### src/design/gbs_pkg.sv
package gbs_pkg;

    localparam int MAX_KEPT_DEF  = 256;
    localparam int MAX_BOXES_DEF = 4096;

    localparam logic [7:0] THRESHOLD_RESET = 8'd115;

    // register index of overlap_threshold
    localparam logic REG_OVERLAP_THRESHOLD = 1'b0;

    typedef struct packed {
        logic signed [15:0] left;
        logic signed [15:0] top;
        logic [15:0]        box_width;
        logic [15:0]        box_height;
    } box_t;

    typedef struct packed {
        logic               first_of_set;
        logic signed [15:0] left;
        logic signed [15:0] top;
        logic [15:0]        box_width;
        logic [15:0]        box_height;
    } in_t;

    typedef struct packed {
        logic        keep;
        logic [11:0] box_index;
        logic        store_full;
    } out_t;

    typedef struct packed {
        logic busy;
        logic suppress_valid;
        logic suppress;
    } cmp_status_t;

    typedef enum logic [1:0] {
        ST_IDLE,
        ST_SCAN,
        ST_DRAIN,
        ST_FINISH
    } state_t;

    // 1-D intersection extent, clamped at zero
    function automatic logic [15:0] overlap_1d(
        input logic signed [15:0] a0,
        input logic [15:0]        aw,
        input logic signed [15:0] b0,
        input logic [15:0]        bw
    );
        logic signed [17:0] a0x;
        logic signed [17:0] b0x;
        logic signed [17:0] lo;
        logic signed [17:0] ea;
        logic signed [17:0] eb;
        logic signed [17:0] hi;
        logic signed [17:0] diff;
        a0x  = {{2{a0[15]}}, a0};
        b0x  = {{2{b0[15]}}, b0};
        lo   = (a0x > b0x) ? a0x : b0x;
        ea   = a0x + $signed({2'b00, aw});
        eb   = b0x + $signed({2'b00, bw});
        hi   = (ea < eb) ? ea : eb;
        diff = hi - lo;
        return (hi > lo) ? diff[15:0] : 16'd0;
    endfunction

endpackage

### src/design/gbs_cell.sv
module gbs_cell (
    input  logic          clk,
    input  logic          shift,
    input  logic          load,
    input  gbs_pkg::box_t shift_in,
    input  gbs_pkg::box_t load_data,
    output gbs_pkg::box_t data
);

    gbs_pkg::box_t data_reg;

    always_ff @(posedge clk)
    begin
        if (load)
        begin
            data_reg <= load_data;
        end
        else if (shift)
        begin
            data_reg <= shift_in;
        end
    end

    assign data = data_reg;

endmodule

### config.mk
export PLATFORM = sky130hd
export DESIGN_NAME = gbs_cell
export DESIGN_NICKNAME = d
export VERILOG_FILES = /design/src/design/gbs_pkg.sv /design/src/design/gbs_cell.sv
export SDC_FILE = /design/constraint.sdc
export NUM_CORES = 1
export LEC_CHECK = 0
export BUFFER_PORTS_ARGS = -buffer_cell sky130_fd_sc_hd__buf_4
export CORE_UTILIZATION = 34
export DETAILED_ROUTE_END_ITERATION = 8
export PLACE_DENSITY = 0.75
export SLEW_MARGIN = 20
export SYNTH_ARGS = -nofsm -noshare
export SYNTH_HDL_FRONTEND = slang
export SYNTH_SLANG_ARGS = --single-unit
### constraint.sdc
create_clock -name clk -period 2.8 [get_ports clk]
set_input_delay 0.56 -clock clk [delete_from_list [all_inputs] [get_ports clk]]
set_output_delay 0.56 -clock clk [all_outputs]
set_load 0.01 [all_outputs]
=== Yosys cells after proc, flatten, opt, wreduce, memory -nomap -nowiden ===
Cells that the tools add are included.

* Input port bits: 131
* Word-level logic and storage cells: 7
* Register bits: 64
* Output and inout port bits: 64

* Muxes and demuxes: 2
* Reductions and logical operators: 1

{| class="wikitable"
|+ Operator list
! cell !! number
|-
| 64-bit two-way mux || 2
|-
| 2-bit nonzero test || 1
|}

=== Logic depth before layout (Yosys ltp) ===
* Depth after elaboration: 2
* Mapped depth: 3
* Gate-level depth less buffers: 1

=== Worst setup path before layout ===
No wires, ideal clock.

* Path kind: input port to flip-flop
* Start point: input port load
* End point: register data_reg (netlist bit data[0]) (enable)
* Setup time: 0.426 ns
* Slack: 0.066 ns
* Stages on the path: 3
* Buffers on the path: 2
* Arrival time: 2.309 ns
* Data required time: 2.374 ns
* Path through: buf_6 buf_6 or2_1

* Word-level cells in the longest chain between the ends: 1

{| class="wikitable"
|+ RTL lines
! item !! RTL line !! source
|-
| start: declaration || gbs_cell.sv:4 || <nowiki>input logic load,</nowiki>
|-
| 2-bit nonzero test (no source line) || -- ||
|-
| end signal: assignment || gbs_cell.sv:16 || <nowiki>data_reg <= load_data;</nowiki>
|-
| end signal: assignment || gbs_cell.sv:20 || <nowiki>data_reg <= shift_in;</nowiki>
|-
| end: declaration || gbs_cell.sv:10 || <nowiki>gbs_pkg::box_t data_reg;</nowiki>
|}

No other way between the ends.
A chain may end at the register's enable or synchronous reset.

=== Worst setup path in the final report ===
* Start point: input port load
* End point: register data_reg (netlist bit data[59]) (enable)

The elaborated chain is that of the path after synthesis.

==> flow_summary.yaml <==
drt:
  detail_route.first_pass.iterations: 4
  antenna_left: 0
  via_count: 1984
  avgRoutedWirePerCell_um: 14.5
  detailedRoute.firstIterationViolations: 46
  detail_route.drc_violations: 0
  detail_route.vias_per_cell: 4.45
  drt-total-wl_mm: 6.48
timing:
  max_slew.worst_pin.slew_ns: 0.773
  hold_violations: 0
  final.period_utilization: 0.568
  finalWorstPathRequiredPeriod_ns: 1.59
  setup_total_negative_slack_ns: 0
  report.final.setup_viol: 0
  timing.final.ws_setup_ns: 1.21
  fmax_ghz: 0.628
  drv_slew: 0
  timing.max_slew.rel_slack: 0.485
  rsz_0062_raised_after_global_routing: "no"
floorplanning:
  ios: 195
  floorplan.initialDensity: 0.352
  dieArea_sq_um: 8920
  core_area_sq_um: 8260
  die-width_um: 94.4
  num_rows: 33
  die_y_um: 94.4
worst_setup_path:
  cp_num_buf_inv: 2
  critical_path.cell_chain: "buf_4, or2_2, buf_12"
  critical_path_arrival_ns: 1.60
  crit_family: "simple AND/OR/NAND/NOR gates"
  worst-endpoint-required_ns: 2.81
  worst_path_largest_cell_delay_ns: 0.61
  critical-path-slowest-cell: "or2_2"
  critical_path.endpoint_type: "flop"
  critical_path.startpoint_type: "input pin"
  critical_path_peak_fanout: 34
  critical_setup_path_class: "input pin to flop"
cts:
  cts_buffers: 9
  count_of_h_tree_levels_built_during_cts: 3
  cts.root.buffer_cell: "clkbuf_8"
  cts_tree: "yes"
  hold_buf_count_cts: 0
  buffer_levels_on_the_longest_clock_path: 2
  clkTransAtPathRegs_ns: 0.07
  postCtsResizedCells: 0
  cts.repair_timing.setup_buffer_count: 0
  tritoncts_num_sinks: 64
layout:
  area_delta_synth_final_pct: 59.7
  utilization: 0.562
  largest_register_ffs: 64
  finalNetCount: 467
  final_layout_size_suffix_gt1_frac: 0.801
  antenna-diode-count: 0
global_route:
  number_of_global_route_vias_before_repair: 1980
  grt_usage: 0.143
  largest_net_degree_at_the_start_of_global_routing: 65
  antenna_found_initial: 0
  grt_first_pass_wirelength_mm: 9.32
  grt_overflow_total: 0
synthesis:
  synth.mux.area_fraction: 0.311
  syn-cell-area_sq_um: 2910
  synth_fa_ha_area_frac: 0
  synth_xor_area_frac: 0
  post_synthesis_compound_gate_area_fraction: 0
  synth_cell_type_count: 6
  synthCells: 136
  combinational_family_with_the_most_area_after_synthesis: "multiplexers"
  yosys_warnings: 0
  mappedNetlistNets: 267
  postSynthRegisterBits: 64
  yosysSeqAreaShare: 0.661
  syn_avg_cell_area_sq_um: 21.4
  synth_simple_gate_area_frac: 0.00215
placement:
  dpl.hpwl_mm: 4.87
  routabilityCongestion: 0.694
  pre_cts_slack_ns: 0.847
  port_buffers: 194
outcome:
  run_status: "finished, final reports clean"
min_path:
  min-delay-path-class: "input pin to flop"
job:
  max_cap_viol_count: 0
pwr:
  leakagePower_nw: 2.16
  max-vdd-ir-drop_v: 0.000288
  cell_pwr_density_nw_per_um2: 528
per-stage QoR:
stage          instances  hold WS (ns)  power, mW  area (sq um)
2_1_floorplan        136         0.777       1.44          2910
3_3_place_gp         430         0.861       1.74          4460
3_5_place_dp         430         0.864       1.75          4460
4_1_cts              446         0.510       2.49          4640
5_1_grt              446         0.511       2.57          4640
6_report             446         0.531       2.45          4640
layout by cell type (no fill, tap or decap):
master and count:
clkbuf_8 9, buf_12 2, edfxtp_1 64, mux2_2 15, buf_4 194, clkinv_1 2, clkbuf_1 2, clkinv_2 2
or2_2 1, mux2_4 49, bufinv_16 1
synthesized netlist by cell type:
| cell | number | area (sq um) |
|---|---|---|
| buf_2 | 1 | 5.00 |
| buf_6 | 6 | 67.6 |
| edfxtp_1 | 64 | 1920 |
| mux2_2 | 15 | 169 |
| mux2_4 | 49 | 736 |
| or2_1 | 1 | 6.26 |
path summary, 6_finish.rpt:
| check | from | end | slack [ns] | cells past startpoint |
|---|---|---|---|---|
| setup / recovery | load | data[59] | 1.21 | 3 |
| hold / removal | load_data[57] | data[57] | 0.53 | 2 |
report_power, final:
part,internal [mW],switching [mW],total (mW)
registers,1.18,0.0281,1.20
clock network,0.403,0.326,0.729
logic,0.336,0.182,0.518
total,1.92,0.536,2.45
cell families (layout without fill, tap and decap cells):
logic type | after synthesis | after routing
buffers and inverters | 7 | 212
and+or+nand+nor | 1 | 1
DFF | 64 | 64
muxes | 64 | 64
metal layers:
layer / track usage / share of wire / vias to the layer above
met5: 0 / 0 / -
met4: 0.0731 / 0.021 / 0
met3: 0.0483 / 0.099 / 12
met2: 0.254 / 0.52 / 124
met1: 0.149 / 0.36 / 914
li1: - / - / 934
layout make-up:
type / count / area (sq um)
Clock buffer: 11 / 131
Clock inverter: 5 / 47.5
Fill cell: 694 / 3620
Multi-Input combinational cell: 65 / 911
Sequential cell: 64 / 1920
Tap cell: 105 / 131
Timing Repair Buffer: 196 / 1500
No activity file was read; power rests on OpenSTA's default activity.
