<file path="src/design/gbs_pkg.sv">
package gbs_pkg;

    localparam int MAX_KEPT_DEF  = 256;
    localparam int MAX_BOXES_DEF = 4096;

    localparam logic [7:0] THRESHOLD_RESET = 8'd115;

    // register index of overlap_threshold
    localparam logic REG_OVERLAP_THRESHOLD = 1'b0;

    typedef struct packed {
        logic signed [15:0] left;
        logic signed [15:0] top;
        logic [15:0]        box_width;
        logic [15:0]        box_height;
    } box_t;

    typedef struct packed {
        logic               first_of_set;
        logic signed [15:0] left;
        logic signed [15:0] top;
        logic [15:0]        box_width;
        logic [15:0]        box_height;
    } in_t;

    typedef struct packed {
        logic        keep;
        logic [11:0] box_index;
        logic        store_full;
    } out_t;

    typedef struct packed {
        logic busy;
        logic suppress_valid;
        logic suppress;
    } cmp_status_t;

    typedef enum logic [1:0] {
        ST_IDLE,
        ST_SCAN,
        ST_DRAIN,
        ST_FINISH
    } state_t;

    // 1-D intersection extent, clamped at zero
    function automatic logic [15:0] overlap_1d(
        input logic signed [15:0] a0,
        input logic [15:0]        aw,
        input logic signed [15:0] b0,
        input logic [15:0]        bw
    );
        logic signed [17:0] a0x;
        logic signed [17:0] b0x;
        logic signed [17:0] lo;
        logic signed [17:0] ea;
        logic signed [17:0] eb;
        logic signed [17:0] hi;
        logic signed [17:0] diff;
        a0x  = {{2{a0[15]}}, a0};
        b0x  = {{2{b0[15]}}, b0};
        lo   = (a0x > b0x) ? a0x : b0x;
        ea   = a0x + $signed({2'b00, aw});
        eb   = b0x + $signed({2'b00, bw});
        hi   = (ea < eb) ? ea : eb;
        diff = hi - lo;
        return (hi > lo) ? diff[15:0] : 16'd0;
    endfunction

endpackage

</file>
<file path="src/design/gbs_compare.sv">
module gbs_compare (
    input  logic                 clk,
    input  logic                 rst_n,
    input  logic                 issue,
    input  gbs_pkg::box_t        cand,
    input  logic [31:0]          area_a,
    input  logic [7:0]           threshold,
    input  gbs_pkg::box_t        kept,
    output gbs_pkg::cmp_status_t status
);

    logic        v1_reg, v2_reg, v3_reg, v4_reg;
    logic [15:0] iw1_reg, ih1_reg;
    logic [31:0] area_b1_reg;
    logic [31:0] inter2_reg;
    logic [32:0] sum2_reg;
    logic [31:0] inter3_reg;
    logic [32:0] uni3_reg;
    logic [39:0] lhs4_reg;
    logic [40:0] rhs4_reg;

    always_ff @(posedge clk or negedge rst_n)
    begin
        if (!rst_n)
        begin
            v1_reg <= 1'b0;
            v2_reg <= 1'b0;
            v3_reg <= 1'b0;
            v4_reg <= 1'b0;
        end
        else
        begin
            v1_reg <= issue;
            v2_reg <= v1_reg;
            v3_reg <= v2_reg;
            v4_reg <= v3_reg;
        end
    end

    always_ff @(posedge clk)
    begin
        // stage 1: extents and area of the kept box
        iw1_reg     <= gbs_pkg::overlap_1d(cand.left, cand.box_width,
                                           kept.left, kept.box_width);
        ih1_reg     <= gbs_pkg::overlap_1d(cand.top, cand.box_height,
                                           kept.top, kept.box_height);
        area_b1_reg <= kept.box_width * kept.box_height;
        // stage 2: intersection area, sum of areas
        inter2_reg  <= iw1_reg * ih1_reg;
        sum2_reg    <= {1'b0, area_a} + {1'b0, area_b1_reg};
        // stage 3: union
        inter3_reg  <= inter2_reg;
        uni3_reg    <= sum2_reg - {1'b0, inter2_reg};
        // stage 4: both sides of inter*256 > thr*union
        lhs4_reg    <= {inter3_reg, 8'd0};
        rhs4_reg    <= threshold * uni3_reg;
    end

    assign status.busy           = v1_reg | v2_reg | v3_reg | v4_reg;
    assign status.suppress_valid = v4_reg;
    assign status.suppress       = {1'b0, lhs4_reg} > rhs4_reg;

endmodule

</file>
<file path="config.mk">
export PLATFORM = sky130hd
export DESIGN_NAME = gbs_compare
export DESIGN_NICKNAME = d
export VERILOG_FILES = /design/src/design/gbs_pkg.sv /design/src/design/gbs_compare.sv
export SDC_FILE = /design/constraint.sdc
export NUM_CORES = 2
export LEC_CHECK = 0
export ABC_AREA = 1
export BUFFER_PORTS_ARGS = -buffer_cell sky130_fd_sc_hd__buf_4
export CORE_ASPECT_RATIO = 1.2
export CORE_MARGIN = 2
export CORE_UTILIZATION = 39
export DETAILED_ROUTE_END_ITERATION = 7
export GPL_TIMING_DRIVEN = 0
export PLACE_DENSITY = 0.57
export SYNTH_ARGS = -nofsm -noshare
export SYNTH_HDL_FRONTEND = slang
export SYNTH_SLANG_ARGS = --single-unit
</file>
<file path="constraint.sdc">
create_clock -name clk -period 15 [get_ports clk]
set_input_delay 2.25 -clock clk [delete_from_list [all_inputs] [get_ports clk]]
set_output_delay 2.25 -clock clk [all_outputs]
set_load 0.01 [all_outputs]
</file>
Word-level counts from Yosys, hierarchy flattened
Index checks and enable logic that the tools add are counted.
- shift operators: 0
- divide/modulo/power cells: 0
- multiplexer cells: 4
- reduce and logical (&&, ||, !) cells: 0
- add/subtract/negate cells: 8
- bitwise gates (word level): 3
- magnitude comparators: 7
- eq/ne operators: 0
- $mul: 3
- operators with widths (operator ; number):
    16-bit by 17-bit adder with 18-bit output ; 4
    18-bit two-way mux ; 4
    16-bit by 16-bit multiplier with 32-bit output ; 2
    40-bit by 41-bit greater-than comparator with 1-bit output ; 1
    8-bit by 33-bit multiplier with 41-bit output ; 1
    18-bit greater-than comparator ; 2
    18-bit less-than comparator ; 2
    32-bit by 32-bit adder with 33-bit output ; 1
    33-bit by 32-bit subtractor with 33-bit output ; 1
    16-bit greater-than comparator ; 2
    16-bit subtractor ; 2
    1-bit OR ; 3
- output and inout port bits: 3
- latch bits: 0
- input port bits: 171
- bits in registers: 271
- logic and storage cells: 38
- bits in writable memories: 0
- memories kept: 0
- bits in read-only memories: 0

Depth between registers and ports, before layout
- depth after elaboration: 4
- gate-level depth with buffers: 41
- mapped depth without buffers: 38

Least setup slack after synthesis
Ideal clock, no wire load.
- kind: input to register
- from: input kept[1] (netlist name)
- to: register ih1_reg[10]
- buffers on the path: 4
- setup slack: 6.730 ns
- data required time: 14.884 ns
- stages: 39
- arrival: 8.154 ns
- library setup time: 0.116 ns
- path through: clkbuf_1 clkbuf_1 inv_1 fa_1 nor3_1 nor2_1 o21ai_0 a21boi_0 o21ai_0 nand3_1 nand2_1 xor2_1 inv_1 ha_1 nand2_1 nor2_1 nand3_1 nor2_2 [3 not listed] nand3_2 nand2_1 ha_1 inv_1 fa_1 nand3_1 nand2_1 a21oi_1 o21ai_1 a21oi_1 nor2_1 nor2_1 nor2_1 nor2_1 o21ai_0 nand2_1 buf_2 nor2_1
- cells in the longest elaborated chain, start to end: 4
- elaborated cells on any way between the ends: 5
- those cells by class: add/sub (2); order compare (2); mux (1)
- RTL lines (item ; RTL line ; source):
    start, declared ; gbs_compare.sv:8 ; input gbs_pkg::box_t kept,
    16-bit by 17-bit adder with 18-bit output (*) ; gbs_pkg.sv:63 ; eb = b0x + $signed({2'b00, bw});
    18-bit less-than comparator ; gbs_pkg.sv:64 ; hi = (ea < eb) ? ea : eb;
    18-bit two-way mux (*) ; gbs_pkg.sv:64 ;
    16-bit subtractor or 18-bit greater-than comparator (tied branches) ; gbs_pkg.sv:65, gbs_pkg.sv:66 ;
    end signal, assigned ; gbs_compare.sv:45 ; ih1_reg <= gbs_pkg::overlap_1d(cand.top, cand.box_height,
    end, declared ; gbs_compare.sv:13 ; logic [15:0] iw1_reg, ih1_reg;
Every way passes the cells marked *; elsewhere a longest branch is shown, timed or not.
A chain may end at the register's enable or synchronous reset.

Final worst setup path
- from: input kept[17] (netlist name)
- to: register iw1_reg[5]
- cells in the longest elaborated chain, start to end: 4
- elaborated cells on any way between the ends: 5
- those cells by class: add/sub (2); order compare (2); mux (1)
- RTL lines (item ; RTL line ; source):
    16-bit by 17-bit adder with 18-bit output (*) ; gbs_pkg.sv:63 ;
    18-bit less-than comparator ; gbs_pkg.sv:64 ;
    18-bit two-way mux (*) ; gbs_pkg.sv:64 ;
    16-bit subtractor or 18-bit greater-than comparator (tied branches) ; gbs_pkg.sv:65, gbs_pkg.sv:66 ;
    end signal, assigned ; gbs_compare.sv:43 ; iw1_reg <= gbs_pkg::overlap_1d(cand.left, cand.box_width,
    end, declared ; gbs_compare.sv:13 ;
Marks and branches as above.

==> impl_metrics.csv <==
group,metric,value,unit
outcome,outcome,"finished clean",
critical_path,crit_path_end_kind,"register",
detailed_routing,drt_wl_total,130,mm
detailed_routing,vias,35770,
detailed_routing,first_pass_iters,6,
global_route,grt_first_pass_wirelength,205,mm
global_route,antenna_found_initial,4,
final_layout,final_core_utilization,43.0,%
placement,post-dp-hpwl,112,mm
placement,place_area,0.0459,sq mm
final_layout,design_area,0.0470,sq mm
min_path,hold_class,"reg -> reg",
synth,yosys_warnings,0,
synth,synth.avg_cell_area,7.63,sq um
die,die_y,367,um
timing,fin_crit,9.56,ns
synth,synth.distinct_cells,55,
clock_network,cts.sinks,271,
clock_network,post_cts_resized,0,
final_layout,area_growth,9.50,%
die,die_x,307,um
timing,rsz0062_at_grt,"false",
die,core,0.109,sq mm
critical_path,worstPathArrival,10.04,ns
synth,seq_area_frac_synth,12.7,%
timing,period_share,63.8,%
timing,finClkSkew,0.0249,ns
clock_network,cts-root-buf,"clkbuf_16",
critical_path,cp_slowest_stage_delay,0.50,ns
clock_network,clk_latency,0.60,ns
flow_run,maxCapViolCount,0,
timing,fin_setup_tns,0,ns
die,placementRows,133,
clock_network,cts_buffer_depth,3,
final_layout,final_common_cell,"inv_1",
clock_network,htreeDepth,1,
critical_path,reg2regPathDepth,22,
timing,slew_violations,0,
die,start_util,39.2,%
synth,synth-edff-count,0,
synth,syn_inst,5618,
critical_path,startpoint_type,"primary input",
die,die_area,0.113,sq mm
timing,relSlewSlack,38.2,%
final_layout,nets,7099,
min_path,min_path_cells,0,
clock_network,cts_buffers,30,
detailed_routing,drcViolationCount,0,
critical_path,cp_max_fo,10,
synth,synth_async_sr_flop_share,1.48,%
global_route,grt_max_degree,17,
clock_network,cts.clk_slew.worst_paths,0.06,ns
synth,syn_area,0.0429,sq mm
clock_network,cts_tree,"built",
synth,synth_ff_type,"dfxtp_1",
timing,setup_viol,0,
detailed_routing,final_antenna_net_count,0,
synth,synth_nets,6902,
detailed_routing,wl_per_cell,17.9,um
clock_network,cts_hold_buf,0,
global_route,grt_usage,23.3,%
final_layout,drive_gt1_share,5.74,%
placement,gp_congestion,0.943,
placement,port_buffers,165,
final_layout,largest_reg_flops,41,
timing,max_freq,0.105,GHz
detailed_routing,vias_per_cell,4.93,
die,ioPinCount,174,
critical_path,crit_type,"in -> reg",
detailed_routing,drtIter0Drc,1973,
critical_path,cp.required,15.47,ns
synth,yosys_register_bits,271,
timing,tightest_slew,0.927,ns
global_route,grt_pass1_vias,37023,
final_layout,layout_common_cells,"inv_1 (1333), nand2_1 (1330), fa_1 (582), ha_1 (531), a21oi_1 (288)",
timing,hold_viol_final,0,
global_route,overflow,0,
critical_path,cp_slowest_cell,"fa_1",
clock_network,cts_setup_buffers,0,
-- final cells by class --
| class | instances | area (sq um) |
|---|---|---|
| antenna | 1 | 2.50 |
| buffer | 211 | 888 |
| clock buffer | 37 | 827 |
| clock inverter | 19 | 234 |
| fill | 11390 | 62400 |
| inverter | 1335 | 5010 |
| multi-input combinational | 3801 | 31500 |
| sequential | 271 | 5450 |
| tap | 1417 | 1770 |
| timing repair buffer | 165 | 1240 |
-- cell families (layout without fill, tap and decap cells) --
| family | after synthesis | in the layout | share of synthesized area (%) |
|---|---|---|---|
| other | 0 | 1 | 0 |
| AO/OA/AOI/OAI | 619 | 619 | 8.22 |
| AND/OR/NAND/NOR | 1830 | 1830 | 17.8 |
| flip-flops | 271 | 271 | 12.7 |
| buffers and inverters | 1546 | 1767 | 13.8 |
| adder cells (fa/ha/maj) | 1113 | 1113 | 42.7 |
| XOR/XNOR | 239 | 239 | 4.88 |
-- per-layer routing --
metal / track usage, % / part of all wire, % / vias to the layer above
li1: - / - / 17445
met1: 28.0 / 41 / 17249
met2: 42.7 / 51 / 855
met3: 2.30 / 4.3 / 215
met4: 8.41 / 4.1 / 6
met5: 0 / 0.034 / -
-- through the flow --
stage | std cells | hold WS (ns) | setup WS (ns)
2_1_floorplan | 5618 | 0.310 | 6.73
3_3_place_gp | 7200 | 0.310 | 4.98
3_5_place_dp | 7200 | 0.312 | 4.95
4_1_cts | 7256 | 0.311 | 5.59
5_1_grt | 7256 | 0.328 | 4.83
6_report | 7257 | 0.316 | 5.44
-- worst max-delay path: cells and delay by family --
kind | cells | cell delay, ns
adders and majority gates | 4 | 1.41
and+or+nand+nor | 20 | 2.63
buffers and inverters | 8 | 1.81
AOI/OAI and AO/OA | 9 | 1.91
-- worst paths after layout --
check	from	to	slack [ns]
min in group asynchronous	rst_n	v1_reg	1.44
min	inter3_reg[20]	lhs4_reg[28]	0.32
max	kept[17]	iw1_reg[5]	5.44
max reg2reg	iw1_reg[8]	inter2_reg[28]	8.18
max in group asynchronous	rst_n	v2_reg	13.46
min reg2reg	inter3_reg[20]	lhs4_reg[28]	0.32
-- Yosys cell counts, types with 12 or more instances --
cell type	count	area, sq um
a21o_1	19	143
a21oi_1	288	1440
a31oi_1	52	325
clkbuf_1	176	661
clkbuf_2	23	115
dfxtp_1	267	5350
fa_1	582	11700
ha_1	531	6640
inv_1	1333	5000
nand2_1	1330	4990
nand2_2	18	113
nand3_1	147	736
nand3_2	26	260
nand4_1	34	213
nor2_1	196	736
nor3_1	39	195
o21a_1	12	90.1
o21ai_0	149	746
o21ai_1	12	60.1
xnor2_1	86	753
xor2_1	153	1340
Power is left out: the tool's default activity adds up to more than one toggle a clock period on the data nets, which glitch-free logic cannot reach.
